[src/hdl/ktls_pkg.sv]
package ktls_pkg;

    localparam int CAPACITY    = 64;
    localparam int CNT_W       = $clog2(CAPACITY + 1);
    localparam int VAL_W       = 32;
    localparam int SUM_W       = 38;
    localparam int RANK_W      = 7;
    localparam int COUNT_OUT_W = 7;
    localparam int CMP_W       = (CNT_W > RANK_W) ? CNT_W : RANK_W;

    typedef enum logic [1:0] {
        ST_DONE   = 2'd0,
        ST_FULL   = 2'd1,
        ST_ABSENT = 2'd2
    } status_t;

    typedef enum logic {
        OP_INSERT = 1'b0,
        OP_REMOVE = 1'b1
    } op_t;

    typedef struct packed {
        logic ins_en;
        logic rem_en;
    } cell_ctl_t;

    typedef struct packed {
        logic signed [VAL_W-1:0] val;
        logic                    vld;
        logic                    lt;
        logic                    le;
        logic                    eq;
        logic signed [VAL_W-1:0] val_next;
        logic                    vld_next;
    } cell_stat_t;

endpackage

[src/hdl/ktls_cell.sv]
module ktls_cell
    import ktls_pkg::*;
(
    input  logic                    clk,
    input  logic                    rst_n,
    input  cell_ctl_t               ctl,
    input  logic signed [VAL_W-1:0] key,
    input  logic signed [VAL_W-1:0] left_val,
    input  logic                    left_vld,
    input  logic                    left_lt,
    input  logic signed [VAL_W-1:0] right_val,
    input  logic                    right_vld,
    output cell_stat_t              stat
);

    logic signed [VAL_W-1:0] val_reg;
    logic signed [VAL_W-1:0] val_next;
    logic                    vld_reg;
    logic                    vld_next;
    logic                    lt;
    logic                    le;
    logic                    eq;

    // an empty cell counts as below the key, so inserts and removals land at the tail
    assign lt = !vld_reg || (val_reg < key);
    assign le = !vld_reg || (val_reg <= key);
    assign eq = vld_reg && (val_reg == key);

    always_comb
    begin
        val_next = val_reg;
        vld_next = vld_reg;
        if (ctl.ins_en)
        begin
            vld_next = vld_reg | left_vld;
            if (lt)
            begin
                // first cell below the key takes it, the rest take their left neighbor
                val_next = left_lt ? left_val : key;
            end
        end
        else if (ctl.rem_en)
        begin
            vld_next = right_vld;
            if (le)
            begin
                val_next = right_val;
            end
        end
    end

    always_ff @(posedge clk or negedge rst_n)
    begin
        if (!rst_n)
        begin
            vld_reg <= 1'b0;
        end
        else
        begin
            vld_reg <= vld_next;
        end
    end

    always_ff @(posedge clk)
    begin
        val_reg <= val_next;
    end

    assign stat.val      = val_reg;
    assign stat.vld      = vld_reg;
    assign stat.lt       = lt;
    assign stat.le       = le;
    assign stat.eq       = eq;
    assign stat.val_next = val_next;
    assign stat.vld_next = vld_next;

endmodule

[config.mk]
export PLATFORM = sky130hd
export DESIGN_NAME = ktls_cell
export DESIGN_NICKNAME = d
export VERILOG_FILES = /design/src/hdl/ktls_pkg.sv /design/src/hdl/ktls_cell.sv
export SDC_FILE = /design/constraint.sdc
export NUM_CORES = 1
export LEC_CHECK = 0
export ABC_AREA = 1
export ABC_CLOCK_PERIOD_IN_PS = 4480
export BUFFER_PORTS_ARGS = -buffer_cell sky130_fd_sc_hd__buf_2
export CAP_MARGIN = 20
export CELL_PAD_IN_SITES_DETAIL_PLACEMENT = 0
export CELL_PAD_IN_SITES_GLOBAL_PLACEMENT = 1
export CORE_MARGIN = 2
export CORE_UTILIZATION = 32
export CTS_BUF_LIST = sky130_fd_sc_hd__clkbuf_16
export CTS_CLUSTER_SIZE = 10
export DETAILED_ROUTE_END_ITERATION = 8
export GPL_TIMING_DRIVEN = 1
export PLACE_DENSITY = 0.92
export SETUP_SLACK_MARGIN = 0.3
export SLEW_MARGIN = 20
export SYNTH_ARGS = -nofsm -noshare
export SYNTH_HDL_FRONTEND = slang
export SYNTH_SLANG_ARGS = --single-unit
export TNS_END_PERCENT = 10
[constraint.sdc]
create_clock -name clk -period 4.48 [get_ports clk]
set_input_delay 0.448 -clock clk [delete_from_list [all_inputs] [get_ports clk]]
set_output_delay 0.448 -clock clk [all_outputs]
set_load 0.05 [all_outputs]
* After elaboration in Yosys (flattened, before gate mapping)
Cells that the tools add are included.
** Storage, ports and cells
- Flip-flop bits (word level) :: 33
- Latch bits :: 0
- Bits in writable memories :: 0
- Bits in read-only memories :: 0
- Bits of input ports :: 103
- Output and inout bits :: 69
- Memories :: 0
** Cells by class
- Add/subtract/negate cells :: 0
- Multipliers :: 0
- Divide/modulo/power cells :: 0
- Order comparisons :: 2
- Equal/unequal tests :: 1
- Shifts and indexed selects :: 0
- Mux-type cells :: 7
- Bitwise operators :: 1
- Reduce and logical (&&, ||, !) cells :: 4
** Operators by type and width (count)
- 2-to-1 mux 32 bit :: 5
- == test 32 bit :: 1
- less-or-equal comparator 32 bit :: 1
- less-than comparator 32 bit :: 1
- logical OR 1 bit :: 2
- 2-to-1 mux 1 bit :: 2
- logical AND 1 bit :: 1
- logical NOT 1 bit :: 1
- OR 1 bit :: 1

* Longest topological paths before layout
Gate-level depths: netlist of the first run.
- Depth after elaboration :: 5
- Gate-level depth with buffers :: 20
- Gate-level depth less buffers :: 19

* Worst setup path after synthesis of the first run
Ideal clock, no wire load.
- Path kind :: reg-to-output
- From :: register val_reg[31]
- To :: output stat[18] (netlist name)
- Data arrival time :: 2481 ps
- Required time :: 4032 ps
- Slack :: 1551 ps
- Cell stages (with the launch flop) :: 13
- Buffers on the path :: 1
- Cell sequence :: dfxtp_1 > ha_1 > a21oi_1 > o21a_1 > nand2_1 > a21oi_1 > nand2_1 > nand2_1 > nand3_2 > buf_2 > o211ai_1 > nand3_1 > nand2_1
** RTL lines
- start, declared :: line ktls_cell.sv:16 : logic signed [VAL_W-1:0] val_reg;
- start signal, assigned :: line ktls_cell.sv:66 : val_reg <= val_next;
- end, declared :: line ktls_cell.sv:13 : output cell_stat_t stat

==> results of run 1 <==
-- logic make-up after synthesis --
| kind of cell | Yosys count |
|---|---|
| compound gates | 53 |
| fa+ha+maj | 32 |
| buf+inv | 143 |
| flops | 33 |
| mux | 1 |
| simple gates | 282 |
-- area by class of cell --
class | instances | area share [%]
clock buffers | 5 | 2.91
inverters | 108 | 9.42
repair buffers | 175 | 20.9
multi-input cells | 368 | 46.6
flip-flops and latches | 33 | 15.5
well taps | 133 | 3.87
clock inverters | 3 | 0.873
-- placed cells by master (no fill, tap or decap) --
cell type      instances
clkinv_1               2
buf_2                170
nand3_1               97
ha_1                  32
o211ai_1              32
nand4_1                2
or2_2                  1
nand4_4                1
dfrtp_1                1
o21a_1                 2
or3_4                  1
dlygate4sd3_1          1
inv_1                106
buf_8                  1
a21o_1                 1
nor3b_1                1
buf_4                  3
o21ai_0                2
nor3_1                 1
nor2_1                10
inv_2                  2
mux2i_1                1
bufinv_16              1
nand2_1              166
a21oi_1               16
clkbuf_16              5
nand2_8                1
nand3_2                1
dfxtp_1               32
-- worst max-delay path, cell delays in order, from the launching register on --
cell	delay (ns)
dfxtp_1	0.35
ha_1	0.37
nand2_1	0.09
nor2_1	0.14
nand2_1	0.11
nor3b_1	0.21
nand2_1	0.09
nand3_1	0.16
nand4_4	0.53
nand2_8	0.44
nand2_1	0.09
nand3_1	0.08
nand2_1	0.12
buf_2	0.23
-- cell usage after synthesis (2+ instances only) --
master	count
buf_4	11
nor2_1	10
dfxtp_1	32
o21ai_0	2
inv_2	2
nand3_1	97
nand2_1	166
clkbuf_1	13
buf_1	5
o211ai_1	32
o21a_1	2
buf_6	3
ha_1	32
a21oi_1	16
buf_2	3
inv_1	106
nand4_1	2
-- what timing repair did --
item,CTS,global route
endpoints found under the hold margin,1,0
hold buffers,1,0
setup buffers,0,0
endpoints found under the setup margin,0,13
gates resized for setup,0,1
-- worst paths after layout --
check | start | end | slack [ns] | cells past startpoint
max | val_reg[31]$_DFF_P_ | stat[6] | 0.70 | 13
min | rst_n | vld_reg$_DFF_PN0_ | 0.49 | 2
max reg2reg | val_reg[31]$_DFF_P_ | val_reg[5]$_DFF_P_ | 1.53 | 12
min reg2reg | val_reg[0]$_DFF_P_ | val_reg[0]$_DFF_P_ | 0.60 | 2
max in group asynchronous | rst_n | vld_reg$_DFF_PN0_ | 3.91 | 2
min in group clk | left_vld | vld_reg$_DFF_PN0_ | 0.49 | 3
-- through the flow --
step	cells	total power [W]
floorplan	544	0.00282
global placement	815	0.00338
detailed placement	815	0.00341
CTS	824	0.00382
global route	825	0.00410
finish	825	0.00381
-- per-layer routing --
layer,vias to the layer above,GRT usage [%]
met5,-,0
met2,195,34.9
met1,1709,25.3
met4,0,5.81
met3,7,4.43
li1,2019,-
-- power groups by stage --
stage               clock, W  combinational, W  sequential, W
finish              0.000396           0.00282       0.000590
global route        0.000416           0.00307       0.000610
CTS                 0.000404           0.00283       0.000588
detailed placement         0           0.00282       0.000595
global placement           0           0.00279       0.000589
floorplan                  0           0.00173        0.00110
==> flow_summary.toml, run 1 <==
[run_status]
status = "complete, no violations"

[sta]
timing.fmax_ghz = 0.265
hold_viol = 0
finClkSkew_ns = 0.00701
fin_crit_sh_pct = 84.3
fin_crit_ns = 3.78
setup_violations = 0
tns_ns = 0
slew_headroom_pct = 46.5
rsz0062_at_grt = "no"
worst_pin_slew_ns = 0.802
timing.final.ws_setup_ns = 0.702
hold_slack_ns = 0.488
final-max-slew-violation-count = 0

[power_and_ir_drop]
swShare_pct = 63.5
cellPowerDensity_nw_per_um2 = 885
pwr-share-seq_pct = 15.5
pwr-share-clk_pct = 10.4
p_int_w = 0.00139
leakagePower_nw = 2.63
switchingPower_w = 0.00242
ir_drop_mv = 0.481
combPwrFrac_pct = 74.1

[yosys]
yosys.area_share.simple_pct = 37.7
synth_xor_area_share_pct = 0
syn_nets = 679
synth_seq_cells = 33
synth_fa_ha_area_share_pct = 12.3
synth-compound-area-share_pct = 10.8
yosys.area.top_type = "dfxtp_1"
yosys_warnings = 0
synth_top_family_by_area = "simple AND/OR/NAND/NOR gates"
postSynth.asyncResetShare_pct = 3.03
synthMuxAreaShare_pct = 0.307
ys.flop_type = "dfxtp_1"
synth_edf_count = 0
ys_top_cells_by_area = "dfxtp_1, nand2_1, nand3_1, ha_1, inv_1"
netlist_instances = 544
synth.top_cell.area_share_pct = 19.6
avgSynthCellArea_um2 = 6.00
netlist_area_um2 = 3260
yosysSeqAreaShare_pct = 20.4
yosysUniqueCellTypes = 27

[placed_design]
io_buffers = 171
dp_hpwl_um = 8210
placed_area_um2 = 4100
preCtsSetupSlack_ns = 0.685
gp_congestion = 0.889

[grt]
grt_overflow_total = 0
grt_max_degree = 64
antenna_found_initial = 0
grt_pass1_wl_um = 18600
grt_pass1_vias = 3993
grtUsageTotal_pct = 20.3

[floorplanning]
core-area_um2 = 9820
die_w_um = 105
rows = 36
dieArea_um2 = 11000
ios = 172
start_util_pct = 33.2
dieHeight_um = 105

[drt]
ant_nets = 0
drt_iter0_markers = 150
wl_met1_um = 4880
num_vias = 3930
wl_um = 11200
routed-wl-met2_um = 5230
wl_per_cell_um = 13.5
top_layer = "met4"
drc = 0
wl_met3_um = 955
viasPerCell = 4.76
first_pass_iters = 5

[worst_hold_path]
hold_class = "in -> async"

[final_layout]
insertedDiodeCount = 0
nFillCells = 1068
area_delta_synth_final_pct = 31.8
final_core_util_pct = 43.8
final_nets = 826
multi_input_area_um2 = 2000
final-seq-area_um2 = 666
largest_reg_flops = 32
finalInstanceArea_um2 = 4300
post_route_cells_drive_above_1_share_pct = 27.0

[clock_tree]
path_clk_slew_ns = 0.06
cts_tree = "built"
clock_latency_ns = 0.28
clockBufferDepth = 2
cts_sinks = 33
numCtsBuffers = 5
htreeDepth = 2
clockRootBuffer = "clkbuf_16"

[worst_setup_path]
cp_max_fo = 34
cp-start-kind = "flip-flop"
cp-end-kind = "output port"
arrival_ns = 3.33
critical_path_required_ns = 4.03
path_class = "reg -> out"

[run]
maxCapViolCount = 0
Note: power is estimated with default switching activity, not from simulation.
==> run 2, diff against run 1 <==
--- a/config.mk
+++ b/config.mk
@@ -6,18 +6,18 @@
 export NUM_CORES = 1
 export LEC_CHECK = 0
 export ABC_AREA = 1
-export ABC_CLOCK_PERIOD_IN_PS = 4480
+export ABC_CLOCK_PERIOD_IN_PS = 3550
 export BUFFER_PORTS_ARGS = -buffer_cell sky130_fd_sc_hd__buf_2
 export CAP_MARGIN = 20
 export CELL_PAD_IN_SITES_DETAIL_PLACEMENT = 0
 export CELL_PAD_IN_SITES_GLOBAL_PLACEMENT = 1
 export CORE_MARGIN = 2
-export CORE_UTILIZATION = 32
+export CORE_UTILIZATION = 30
 export CTS_BUF_LIST = sky130_fd_sc_hd__clkbuf_16
 export CTS_CLUSTER_SIZE = 10
 export DETAILED_ROUTE_END_ITERATION = 8
 export GPL_TIMING_DRIVEN = 1
-export PLACE_DENSITY = 0.92
+export PLACE_DENSITY = 0.87
 export SETUP_SLACK_MARGIN = 0.3
 export SLEW_MARGIN = 20
 export SYNTH_ARGS = -nofsm -noshare
==> constraint.sdc (replaced) <==
create_clock -name clk -period 3.55 [get_ports clk]
set_input_delay 0.355 -clock clk [delete_from_list [all_inputs] [get_ports clk]]
set_output_delay 0.355 -clock clk [all_outputs]
set_load 0.05 [all_outputs]
==> run 2 against run 1 <==
  * Design area up 5.1%
  * Via count increased by 1.1%
  * Die area is 6.4% higher
  * Critical path depth is 1 higher
  * Critical path type unchanged
  * Largest cell class unchanged
==> flow_summary.toml, run 2 (synthesized netlist as in run 1, its figures left out) <==
[sta]
tns_ns = 0
finClkSkew_ns = 0.00568
fin_crit_sh_pct = 87.0
hold_viol = 0
timing.fmax_ghz = 0.324
slew_headroom_pct = 41.9
rsz0062_at_grt = "yes"
final-max-slew-violation-count = 0
setup_violations = 0
worst_pin_slew_ns = 0.871
fin_crit_ns = 3.09
hold_slack_ns = 0.377

[worst_setup_path]
cp-start-kind = "flip-flop"
arrival_ns = 2.73
cp_max_fo = 16
path_class = "reg -> out"
cp-end-kind = "output port"
critical_path_required_ns = 3.19

[run]
maxCapViolCount = 0

[power_and_ir_drop]
ir_drop_mv = 0.528
cellPowerDensity_nw_per_um2 = 1130
leakagePower_nw = 2.72
totalPowerFinal_w = 0.00512

[drt]
num_vias = 3973
ant_nets = 0
wl_um = 11700
wl_per_cell_um = 13.9
viasPerCell = 4.73
drc = 0
first_pass_iters = 4
drt_iter0_markers = 200

[grt]
grt_pass1_vias = 3685
grtUsageTotal_pct = 19.0
grt_overflow_total = 0
antenna_found_initial = 0
grt_max_degree = 64
grt_pass1_wl_um = 17700

[final_layout]
final-seq-area_um2 = 667
layout_common_cells = "nand2_1, buf_2, inv_1, nand3_1"
insertedDiodeCount = 0
final_common_cell = "nand2_1"
post_route_cells_drive_above_1_share_pct = 28.4
nFillCells = 1173
largest_reg_flops = 32
area_delta_synth_final_pct = 38.6
multi_input_area_um2 = 2050
final_nets = 834

[clock_tree]
clock_latency_ns = 0.28
clockRootBuffer = "clkbuf_16"
path_clk_slew_ns = 0.06
cts_sinks = 33
clockBufferDepth = 2
htreeDepth = 2
cts_tree = "built"
numCtsBuffers = 5

[floorplanning]
ios = 172
dieArea_um2 = 11700
core-area_um2 = 10700
start_util_pct = 30.4
die_w_um = 108
dieHeight_um = 108
rows = 38

[placed_design]
io_buffers = 171
dp_hpwl_um = 8450
gp_congestion = 0.832

[worst_hold_path]
hold_class = "in -> async"

[run_status]
status = "complete, no violations"
-- run 2: metal layers --
layer / vias up / share of wire, % / track usage [%]
met2: 144 / 46 / 32.5
met4: 0 / 1.9 / 5.13
met5: - / 0 / 0
met1: 1775 / 46 / 24.8
met3: 15 / 5.9 / 3.13
li1: 2039 / - / -
-- run 2: area by class of cell --
type                       count  area share [%]
multi-input combinational    369            45.2
clock inverter                 3           0.249
timing repair buffer         182            24.1
tap                          140            3.87
clock buffer                   5            2.77
inverter                     108            9.07
sequential                    33            14.7
-- run 2: report_power, final --
part	switching (W)	internal, W
combinational	0.00279	0.00115
clock	0.000170	0.000253
sequential	0.000178	0.000572
total	0.00314	0.00198
-- run 2: metrics by stage --
stage	setup slack [ns]	instance area, um^2	util [%]	cells
2_1_floorplan	0.714	3260	-	544
3_3_place_gp	0.409	4150	38.6	827
3_5_place_dp	0.343	4150	38.6	827
4_1_cts	0.422	4310	40.1	837
5_1_grt	0.212	4520	42.1	840
6_report	0.463	4520	42.1	840
-- run 2: path summary, 6_finish.rpt --
check,startpoint,end,slack [ns],cells after the start
worst max-delay path,val_reg[31]$_DFF_P_,stat[5],0.46,14
worst min register to register,val_reg[0]$_DFF_P_,val_reg[0]$_DFF_P_,0.57,2
min in group clk,left_vld,vld_reg$_DFF_PN0_,0.38,3
max in group asynchronous,rst_n,vld_reg$_DFF_PN0_,3.09,2
worst min-delay path,rst_n,vld_reg$_DFF_PN0_,0.38,2
worst max register to register,val_reg[31]$_DFF_P_,val_reg[4]$_DFF_P_,1.18,13
-- run 2: timing repair --
item / 4_1_cts / 5_1_grt
endpoints found under the hold margin: 1 / 0
endpoints found under the setup margin: 32 / 32
pin swaps: 1 / 1
hold buffers: 1 / 0
setup buffers: 1 / 1
cloned: 0 / 2
gates resized for setup: 1 / 62
-- run 2: worst max-delay path, stage by stage, from the launching register on --
cell     delay (ns)
dfxtp_1        0.34
ha_1           0.36
nand2_1        0.09
nor2_1         0.13
nand2_1        0.11
inv_2          0.07
nand4_1        0.07
or3_4          0.36
nand4_4        0.10
buf_12         0.15
buf_12         0.15
nand3_1        0.10
nand3_1        0.14
nand2_1        0.08
buf_4          0.19
